$ cat src/hdl/lbcc_pkg.sv
// ----------------------------------------------------------------------------
// lbcc_pkg - shared types and codes of the block cache tag controller
// Command and result codes, transfer structs, sequencer states and the
// control group broadcast to the recency cells.
// ----------------------------------------------------------------------------
package lbcc_pkg;

    // command codes
    localparam logic [1:0] CMD_READ       = 2'd0;
    localparam logic [1:0] CMD_WRITE      = 2'd1;
    localparam logic [1:0] CMD_READ_DONE  = 2'd2;
    localparam logic [1:0] CMD_WRITE_DONE = 2'd3;

    // result kinds
    localparam logic [2:0] KIND_GRANT     = 3'd0;
    localparam logic [2:0] KIND_WRITEBACK = 3'd1;
    localparam logic [2:0] KIND_FETCH     = 3'd2;
    localparam logic [2:0] KIND_NOFREE    = 3'd3;
    localparam logic [2:0] KIND_BUSY      = 3'd4;

    typedef struct packed {
        logic [1:0]  command;
        logic [31:0] position;
        logic [3:0]  entry_index;
    } req_t;

    typedef struct packed {
        logic [2:0]  kind;
        logic [3:0]  entry_slot;
        logic [31:0] block_number;
        logic        last;
    } rsp_t;

    typedef enum logic [2:0] {
        ST_IDLE,
        ST_LOOK,
        ST_SEL,
        ST_WB,
        ST_FETCH,
        ST_FINAL
    } state_t;

    // update control broadcast to every cell
    typedef struct packed {
        logic mtf;      // move selected entry to the front, shifting the rest
        logic inplace;  // rewrite selected entry where it stands
    } cell_ctl_t;

endpackage

$ cat src/hdl/lbcc_cell.sv
// ----------------------------------------------------------------------------
// lbcc_cell - one place of the recency chain
// Holds the entry at this recency place and its tag and lock state, matches
// it against the key and takes its neighbour's contents on a front move.
// ----------------------------------------------------------------------------
module lbcc_cell
    import lbcc_pkg::*;
#(
    parameter int PLACE = 0,
    parameter int ID_W  = 4,
    parameter int PW    = 4,
    parameter int BW    = 32,
    parameter int RD_W  = 4
)
(
    input  logic            clk,
    input  logic            rst_n,
    input  cell_ctl_t       ctl,
    input  logic [PW-1:0]   sel_place,
    input  logic [BW-1:0]   key_block,
    input  logic [3:0]      key_index,
    input  logic [ID_W-1:0] prev_id,
    input  logic [BW-1:0]   prev_block,
    input  logic            prev_valid,
    input  logic            prev_dirty,
    input  logic            prev_writer,
    input  logic [RD_W-1:0] prev_readers,
    input  logic [ID_W-1:0] new_id,
    input  logic [BW-1:0]   new_block,
    input  logic            new_valid,
    input  logic            new_dirty,
    input  logic            new_writer,
    input  logic [RD_W-1:0] new_readers,
    output logic [ID_W-1:0] id,
    output logic [BW-1:0]   block,
    output logic            valid,
    output logic            dirty,
    output logic            writer,
    output logic [RD_W-1:0] readers,
    output logic            hit,
    output logic            id_match,
    output logic            unlocked
);

    logic [ID_W-1:0] id_reg;
    logic [BW-1:0]   block_reg;
    logic            valid_reg;
    logic            dirty_reg;
    logic            writer_reg;
    logic [RD_W-1:0] readers_reg;
    logic            load;
    logic            take_new;

    // decide whether this place loads, and from where
    always_comb
    begin
        take_new = 1'b0;
        load     = 1'b0;
        if (ctl.mtf && (PW'(PLACE) <= sel_place))
        begin
            load     = 1'b1;
            take_new = (PLACE == 0);
        end
        else if (ctl.inplace && (PW'(PLACE) == sel_place))
        begin
            load     = 1'b1;
            take_new = 1'b1;
        end
    end

    // hold control state; reset to ascending order, all unlocked
    always_ff @(posedge clk or negedge rst_n)
    begin
        if (!rst_n)
        begin
            id_reg      <= ID_W'(PLACE);
            valid_reg   <= 1'b0;
            dirty_reg   <= 1'b0;
            writer_reg  <= 1'b0;
            readers_reg <= '0;
        end
        else if (load)
        begin
            id_reg      <= take_new ? new_id      : prev_id;
            valid_reg   <= take_new ? new_valid   : prev_valid;
            dirty_reg   <= take_new ? new_dirty   : prev_dirty;
            writer_reg  <= take_new ? new_writer  : prev_writer;
            readers_reg <= take_new ? new_readers : prev_readers;
        end
    end

    // hold block tag
    always_ff @(posedge clk)
    begin
        if (load)
        begin
            block_reg <= take_new ? new_block : prev_block;
        end
    end

    assign id       = id_reg;
    assign block    = block_reg;
    assign valid    = valid_reg;
    assign dirty    = dirty_reg;
    assign writer   = writer_reg;
    assign readers  = readers_reg;
    assign hit      = valid_reg && (block_reg == key_block);
    assign id_match = (32'(id_reg) == 32'(key_index));
    assign unlocked = !writer_reg && (readers_reg == '0);

endmodule

$ cat src/hdl/lru_block_cache_controller.sv
// ----------------------------------------------------------------------------
// lru_block_cache_controller - tag and lock controller of an LRU block cache
// Fully associative write-back tags kept in a chain of recency cells, with
// a small sequencer that looks up, selects and emits one to three results.
// ----------------------------------------------------------------------------
// Channel   Signals                 Transfer
// command   start, busy, request    start high while busy low
// result    strobe, result          strobe high, one cycle, cannot stall
//
// A command goes through a lookup step over the cells and a selection step,
// then gives its results back to back: write back and fetch where a miss
// needs them, then the final one. The next command is taken the cycle after the
// last result. Reset empties all entries and orders them by index, entry 0
// most recent. The receiver cannot stall, so no result is ever held back.
// ----------------------------------------------------------------------------
module lru_block_cache_controller
    import lbcc_pkg::*;
#(
    parameter int ENTRIES           = 16,
    parameter int BLOCK_NUMBER_BITS = 32,
    parameter int MAX_READERS       = 15
)
(
    input  logic clk,
    input  logic rst_n,
    input  logic start,
    output logic busy,
    input  req_t request,
    output logic strobe,
    output rsp_t result
);

    localparam int ID_W = $clog2(ENTRIES);
    localparam int PW   = $clog2(ENTRIES);
    localparam int BW   = (BLOCK_NUMBER_BITS < 32) ? BLOCK_NUMBER_BITS : 32;
    localparam int RD_W = $clog2(MAX_READERS + 1);

    state_t state_reg, state_next;

    logic [1:0]    cmd_reg;
    logic [BW-1:0] blk_reg;
    logic [3:0]    idx_reg;

    logic [ENTRIES-1:0] hit_vec, idm_vec, unl_vec, vict_vec;
    logic [ENTRIES-1:0] hit_reg, idm_reg, vict_reg;

    logic [ID_W-1:0] c_id      [ENTRIES];
    logic [BW-1:0]   c_block   [ENTRIES];
    logic            c_valid   [ENTRIES];
    logic            c_dirty   [ENTRIES];
    logic            c_writer  [ENTRIES];
    logic [RD_W-1:0] c_readers [ENTRIES];

    logic [ENTRIES-1:0] sel_vec;
    logic            hit_any_c, found_c;
    logic [PW-1:0]   place_c;
    logic [ID_W-1:0] id_c;
    logic [BW-1:0]   block_c;
    logic            valid_c, dirty_c, writer_c;
    logic [RD_W-1:0] readers_c;

    logic            sel_hit_reg, sel_found_reg;
    logic [PW-1:0]   sel_place_reg;
    logic [ID_W-1:0] sel_id_reg;
    logic [BW-1:0]   sel_block_reg;
    logic            sel_valid_reg, sel_dirty_reg, sel_writer_reg;
    logic [RD_W-1:0] sel_readers_reg;

    logic            is_done, is_read, hit_busy, miss_c;
    cell_ctl_t       ctl;
    logic [BW-1:0]   new_block;
    logic            new_valid, new_dirty, new_writer;
    logic [RD_W-1:0] new_readers;

    // build the recency chain
    for (genvar p = 0; p < ENTRIES; p++)
    begin : g_cell
        logic [ID_W-1:0] pv_id;
        logic [BW-1:0]   pv_block;
        logic            pv_valid, pv_dirty, pv_writer;
        logic [RD_W-1:0] pv_readers;
        if (p == 0)
        begin : g_head
            assign pv_id      = sel_id_reg;
            assign pv_block   = new_block;
            assign pv_valid   = new_valid;
            assign pv_dirty   = new_dirty;
            assign pv_writer  = new_writer;
            assign pv_readers = new_readers;
        end
        else
        begin : g_link
            assign pv_id      = c_id[p-1];
            assign pv_block   = c_block[p-1];
            assign pv_valid   = c_valid[p-1];
            assign pv_dirty   = c_dirty[p-1];
            assign pv_writer  = c_writer[p-1];
            assign pv_readers = c_readers[p-1];
        end
        lbcc_cell #(
            .PLACE (p),
            .ID_W  (ID_W),
            .PW    (PW),
            .BW    (BW),
            .RD_W  (RD_W)
        ) u_cell (
            .clk          (clk),
            .rst_n        (rst_n),
            .ctl          (ctl),
            .sel_place    (sel_place_reg),
            .key_block    (blk_reg),
            .key_index    (idx_reg),
            .prev_id      (pv_id),
            .prev_block   (pv_block),
            .prev_valid   (pv_valid),
            .prev_dirty   (pv_dirty),
            .prev_writer  (pv_writer),
            .prev_readers (pv_readers),
            .new_id       (sel_id_reg),
            .new_block    (new_block),
            .new_valid    (new_valid),
            .new_dirty    (new_dirty),
            .new_writer   (new_writer),
            .new_readers  (new_readers),
            .id           (c_id[p]),
            .block        (c_block[p]),
            .valid        (c_valid[p]),
            .dirty        (c_dirty[p]),
            .writer       (c_writer[p]),
            .readers      (c_readers[p]),
            .hit          (hit_vec[p]),
            .id_match     (idm_vec[p]),
            .unlocked     (unl_vec[p])
        );
    end

    // pick the least recent unlocked place
    always_comb
    begin
        logic deeper;
        deeper   = 1'b0;
        vict_vec = '0;
        for (int p = ENTRIES - 1; p >= 0; p--)
        begin
            vict_vec[p] = unl_vec[p] && !deeper;
            deeper      = deeper || unl_vec[p];
        end
    end

    // select the place this command concerns and gather its contents
    always_comb
    begin
        hit_any_c = |hit_reg;
        if (cmd_reg[1])
            sel_vec = idm_reg;
        else if (hit_any_c)
            sel_vec = hit_reg;
        else
            sel_vec = vict_reg;
        found_c   = |sel_vec;
        place_c   = '0;
        id_c      = '0;
        block_c   = '0;
        valid_c   = 1'b0;
        dirty_c   = 1'b0;
        writer_c  = 1'b0;
        readers_c = '0;
        for (int p = 0; p < ENTRIES; p++)
        begin
            place_c   = place_c   | ({PW{sel_vec[p]}} & PW'(p));
            id_c      = id_c      | ({ID_W{sel_vec[p]}} & c_id[p]);
            block_c   = block_c   | ({BW{sel_vec[p]}} & c_block[p]);
            valid_c   = valid_c   | (sel_vec[p] & c_valid[p]);
            dirty_c   = dirty_c   | (sel_vec[p] & c_dirty[p]);
            writer_c  = writer_c  | (sel_vec[p] & c_writer[p]);
            readers_c = readers_c | ({RD_W{sel_vec[p]}} & c_readers[p]);
        end
    end

    // advance the sequencer
    always_ff @(posedge clk or negedge rst_n)
    begin
        if (!rst_n)
            state_reg <= ST_IDLE;
        else
            state_reg <= state_next;
    end

    // capture command, lookup flags and selection
    always_ff @(posedge clk)
    begin
        if (start && !busy)
        begin
            cmd_reg <= request.command;
            blk_reg <= request.position[BW-1:0];
            idx_reg <= request.entry_index;
        end
        if (state_reg == ST_LOOK)
        begin
            hit_reg  <= hit_vec;
            idm_reg  <= idm_vec;
            vict_reg <= vict_vec;
        end
        if (state_reg == ST_SEL)
        begin
            sel_hit_reg     <= hit_any_c;
            sel_found_reg   <= found_c;
            sel_place_reg   <= place_c;
            sel_id_reg      <= id_c;
            sel_block_reg   <= block_c;
            sel_valid_reg   <= valid_c;
            sel_dirty_reg   <= dirty_c;
            sel_writer_reg  <= writer_c;
            sel_readers_reg <= readers_c;
        end
    end

    // decode command and lock state
    always_comb
    begin
        is_done  = cmd_reg[1];
        is_read  = (cmd_reg == CMD_READ);
        miss_c   = !is_done && !hit_any_c && found_c;
        if (is_read)
            hit_busy = sel_writer_reg || (sel_readers_reg >= RD_W'(MAX_READERS));
        else
            hit_busy = sel_writer_reg || (sel_readers_reg != '0);
    end

    // work out the new contents of the selected entry
    always_comb
    begin
        new_block   = sel_block_reg;
        new_valid   = sel_valid_reg;
        new_dirty   = sel_dirty_reg;
        new_writer  = sel_writer_reg;
        new_readers = sel_readers_reg;
        if (cmd_reg == CMD_READ_DONE)
        begin
            if (sel_readers_reg != '0)
                new_readers = sel_readers_reg - RD_W'(1);
        end
        else if (cmd_reg == CMD_WRITE_DONE)
        begin
            new_writer = 1'b0;
        end
        else if (sel_hit_reg)
        begin
            if (is_read)
                new_readers = sel_readers_reg + RD_W'(1);
            else
            begin
                new_writer = 1'b1;
                new_dirty  = 1'b1;
            end
        end
        else
        begin
            new_block   = blk_reg;
            new_valid   = 1'b1;
            new_dirty   = !is_read;
            new_writer  = !is_read;
            new_readers = is_read ? RD_W'(1) : '0;
        end
    end

    // next state
    always_comb
    begin
        state_next = state_reg;
        unique case (state_reg)
            ST_IDLE:
            begin
                if (start)
                    state_next = ST_LOOK;
            end
            ST_LOOK:
                state_next = ST_SEL;
            ST_SEL:
            begin
                if (miss_c && valid_c && dirty_c)
                    state_next = ST_WB;
                else if (miss_c && is_read)
                    state_next = ST_FETCH;
                else
                    state_next = ST_FINAL;
            end
            ST_WB:
                state_next = is_read ? ST_FETCH : ST_FINAL;
            ST_FETCH:
                state_next = ST_FINAL;
            ST_FINAL:
                state_next = ST_IDLE;
            default:
                state_next = ST_IDLE;
        endcase
    end

    // outputs and cell updates
    always_comb
    begin
        busy                = (state_reg != ST_IDLE);
        strobe              = 1'b0;
        result.kind         = KIND_GRANT;
        result.entry_slot   = 4'(sel_id_reg);
        result.block_number = 32'(blk_reg);
        result.last         = 1'b0;
        ctl.mtf             = 1'b0;
        ctl.inplace         = 1'b0;
        unique case (state_reg)
            ST_WB:
            begin
                strobe              = 1'b1;
                result.kind         = KIND_WRITEBACK;
                result.block_number = 32'(sel_block_reg);
            end
            ST_FETCH:
            begin
                strobe      = 1'b1;
                result.kind = KIND_FETCH;
            end
            ST_FINAL:
            begin
                strobe      = 1'b1;
                result.last = 1'b1;
                if (is_done)
                begin
                    result.entry_slot   = idx_reg;
                    result.block_number = sel_valid_reg ? 32'(sel_block_reg) : 32'd0;
                    ctl.inplace         = sel_found_reg;
                end
                else if (sel_hit_reg && hit_busy)
                begin
                    result.kind = KIND_BUSY;
                end
                else if (!sel_found_reg)
                begin
                    result.kind       = KIND_NOFREE;
                    result.entry_slot = 4'd0;
                end
                else
                begin
                    ctl.mtf = 1'b1;
                end
            end
            default:
            begin
                strobe = 1'b0;
            end
        endcase
    end

endmodule

$ cat config.mk
export PLATFORM = sky130hd
export DESIGN_NAME = lru_block_cache_controller
export DESIGN_NICKNAME = d
export VERILOG_FILES = /design/src/hdl/lbcc_pkg.sv /design/src/hdl/lbcc_cell.sv /design/src/hdl/lru_block_cache_controller.sv
export SDC_FILE = /design/constraint.sdc
export NUM_CORES = 2
export LEC_CHECK = 0
export BUFFER_PORTS_ARGS = -buffer_cell sky130_fd_sc_hd__clkbuf_2
export CAP_MARGIN = 20
export CORE_ASPECT_RATIO = 1.25
export CORE_MARGIN = 2
export CORE_UTILIZATION = 42
export DETAILED_ROUTE_END_ITERATION = 7
export MAX_ROUTING_LAYER = met4
export SKIP_CTS_REPAIR_TIMING = 1
export SLEW_MARGIN = 0
export SYNTH_ARGS = -nofsm -noshare
export SYNTH_HDL_FRONTEND = slang
export SYNTH_SLANG_ARGS = --single-unit
$ cat constraint.sdc
create_clock -name clk -period 5.4 [get_ports clk]
set_input_delay 0.54 -clock clk [delete_from_list [all_inputs] [get_ports clk]]
set_output_delay 0.54 -clock clk [all_outputs]
set_load 0.01 [all_outputs]
==> run summary <==
Hold Crit Class - in -> reg
Hold WS - -0.0137 ns
Number of vias per cell - 6.95
CP max stage cell - buf_4
Number of flip-flops in the largest register - 512
Residual DRC - 0
Critical path class - reg -> out
Final Cycle Share - 77.2%
Grt total ovfl - 0
Layout Skew - 0.0370 ns
Global-route wire length before repair - 314000 um
Largest net degree at the start of global routing - 108
Synth-to-layout area growth - 13.0%
Hold path cells - 1
CP cell instances - buf_4 -> nand3_1 -> a21boi_4 -> buf_4 -> a22o_1 -> clkbuf_2
PortBufs - 82
Core region area - 105000 um2
Number of global-route vias before repair - 36600
R2R depth - 5
Final Max Tran Viols - 0
Clock sinks - 826
Die ar. - 108000 um2
Seq/Total Area, Yosys - 54.0%
Final min period - 4.17 ns
Total CTS buffers - 90
Die Y - 367 um
Root buffer cell - clkbuf_16
Routed WL - 233000 um
Yosys warning count - 0
Final setup vio count - 0
Max Cap Viol - 0
Fill cell count - 9755
Stages on the worst setup path - 6
HPWL after detailed placement - 158000 um
Synth Flop Type - edfxtp_1
Buf/Inv on CP - 3
Yosys cell types - 64
Setup TNS - 0 ns
Final instance area - 50100 um2
Synth Register Bits - 826
Die span in x - 295 um
Power per Cell Area - 456 nW/um2
DP Area - 46900 um2
Initial Util - 42.2%
Syn Inst Count - 4157
Worst EP required - 4.86 ns
Row cnt - 133
Max incr delay on CP - 0.68 ns
Crit path top cell by count - buf_4
All-Layer GR Usage - 44.0%
Later-pin clock latency in the skew report - 0.73 ns
Final Hold Vio Count - 16
# nets final - 4222
Crit path arrival time - 3.63 ns
Failing checks - hold timing
CTS tree - done
Per-cell routed wire length - 40.9 um
Worst Tran Pin Value - 1.26 ns
Mean Syn Cell Area - 10.7 um2
Worst-path maximum fanout - 51
Slew margin rel. - 15.9%
Clock tree buffer depth - 3
Status - finished with violations
Unrepaired setup endpoints after global routing - false
Crit-path leading delay family - buffers and inverters
I/O pin cnt - 83
Leak - 19.1 nW
Setup crit start kind - flop
DRT Pass-1 Iters - 8
Layout cells sized above 1 - 12.4%
GP Congestion - 1.15
Antenna-violating nets left - 0
DR iter-0 viols - 7201
Synthesized area - 44300 um2
Syn nets - 4200
Worst IR Drop VDD - 0.367 mV
Via Count - 39500
Initial antenna violation count - 20
Most frequent cells in the layout - 647 x edfxtp_1, 598 x nand2_1, 496 x o21ai_0, 384 x xnor2_1, 177 x xor2_1
Critical Path End Type - output pin
H-Tree Level Count - 3
Max Clock Freq - 240 MHz
Post-synth EDFFs - 647
FFs w/ async S/R, synth - 21.7%
Commonest non-fill, non-tap cell in the layout - edfxtp_1
CTS clk-pin slew, worst paths - 0.06 ns
==> Yosys cell counts, types with 84 or more instances <==
library cell,count,area (um2)
a22o_1,110,963
a22oi_1,176,1320
xor2_1,178,1560
nand4_1,148,926
dfrtp_1,147,3680
xnor2_1,392,3430
nor2_1,165,619
clkbuf_1,279,1050
edfxtp_1,647,19400
o21ai_0,496,2480
nor4_1,84,526
nand2_1,611,2290
==> kinds of logic (layout without fill, tap and decap cells) <==
group	count (synthesis)	after routing	synth area share (%)
AO/OA/AOI/OAI	1090	1090	16.9
XOR/XNOR	570	570	11.3
adder cells (fa/ha/maj)	2	2	0.0564
buffers and inverters	408	504	3.61
flip-flops	826	826	54.0
multiplexers	89	89	2.07
other	0	18	0
AND/OR/NAND/NOR	1172	1172	12.1
==> final timing paths <==
path                                           end  slack (ns)                    start
hold / removal                         blk_reg[31]       -0.01              request[35]
setup reg to reg                        hit_reg[7]        1.26               blk_reg[6]
setup / recovery                         result[4]        1.23               cmd_reg[1]
min in group asynchronous   g_cell[6].u_cell.id[0]        0.47                    rst_n
hold reg to reg            g_cell[15].u_cell.id[2]        0.48  g_cell[15].u_cell.id[2]
max in group asynchronous  g_cell[12].u_cell.id[3]        3.82                    rst_n
==> metrics by stage <==
step / instances / setup WS, ns / util (%) / total power [mW]
2_1_floorplan: 4157 / 0.631 / - / 12.2
3_3_place_gp: 5476 / 1.43 / 44.6 / 16.1
3_5_place_dp: 5482 / 1.45 / 44.7 / 16.1
4_1_cts: 5648 / 1.27 / 47.4 / 22.3
5_1_grt: 5687 / 1.21 / 47.7 / 23.0
6_report: 5688 / 1.23 / 47.7 / 22.9
==> where the power goes <==
part / switching, mW / internal, mW
Clock: 2.85 / 3.48
Sequential: 1.22 / 7.74
Combinational: 5.35 / 2.22
Total: 9.42 / 13.4
==> routing by layer <==
| layer | routed length (um) | vias to the layer above | global-route usage [%] |
|---|---|---|---|
| li1 | - | 15600 | - |
| met1 | 76300 | 19200 | 49.5 |
| met2 | 98900 | 3602 | 62.7 |
| met3 | 29100 | 1146 | 12.9 |
| met4 | 28200 | 0 | 40.3 |
| met5 | 0 | - | - |
==> worst register-to-register path: stages (launching register included) <==
cell and delay (ns):
edfxtp_1 0.79, xnor2_1 0.83, nand4_1 0.35, nor4_1 0.40, nand4_1 0.44, nor4_1 0.97
==> final cells by class <==
type	count	area [um2]	area share [%]
repair buffers	275	2020	4.03
well taps	1417	1770	3.54
flip-flops and latches	826	23900	47.8
diodes	18	45.0	0.0899
clock inverters	48	434	0.866
clock buffers	118	2440	4.87
multi-input cells	2923	19200	38.4
inverters	63	236	0.472
Power figures use the tool's default switching activity.
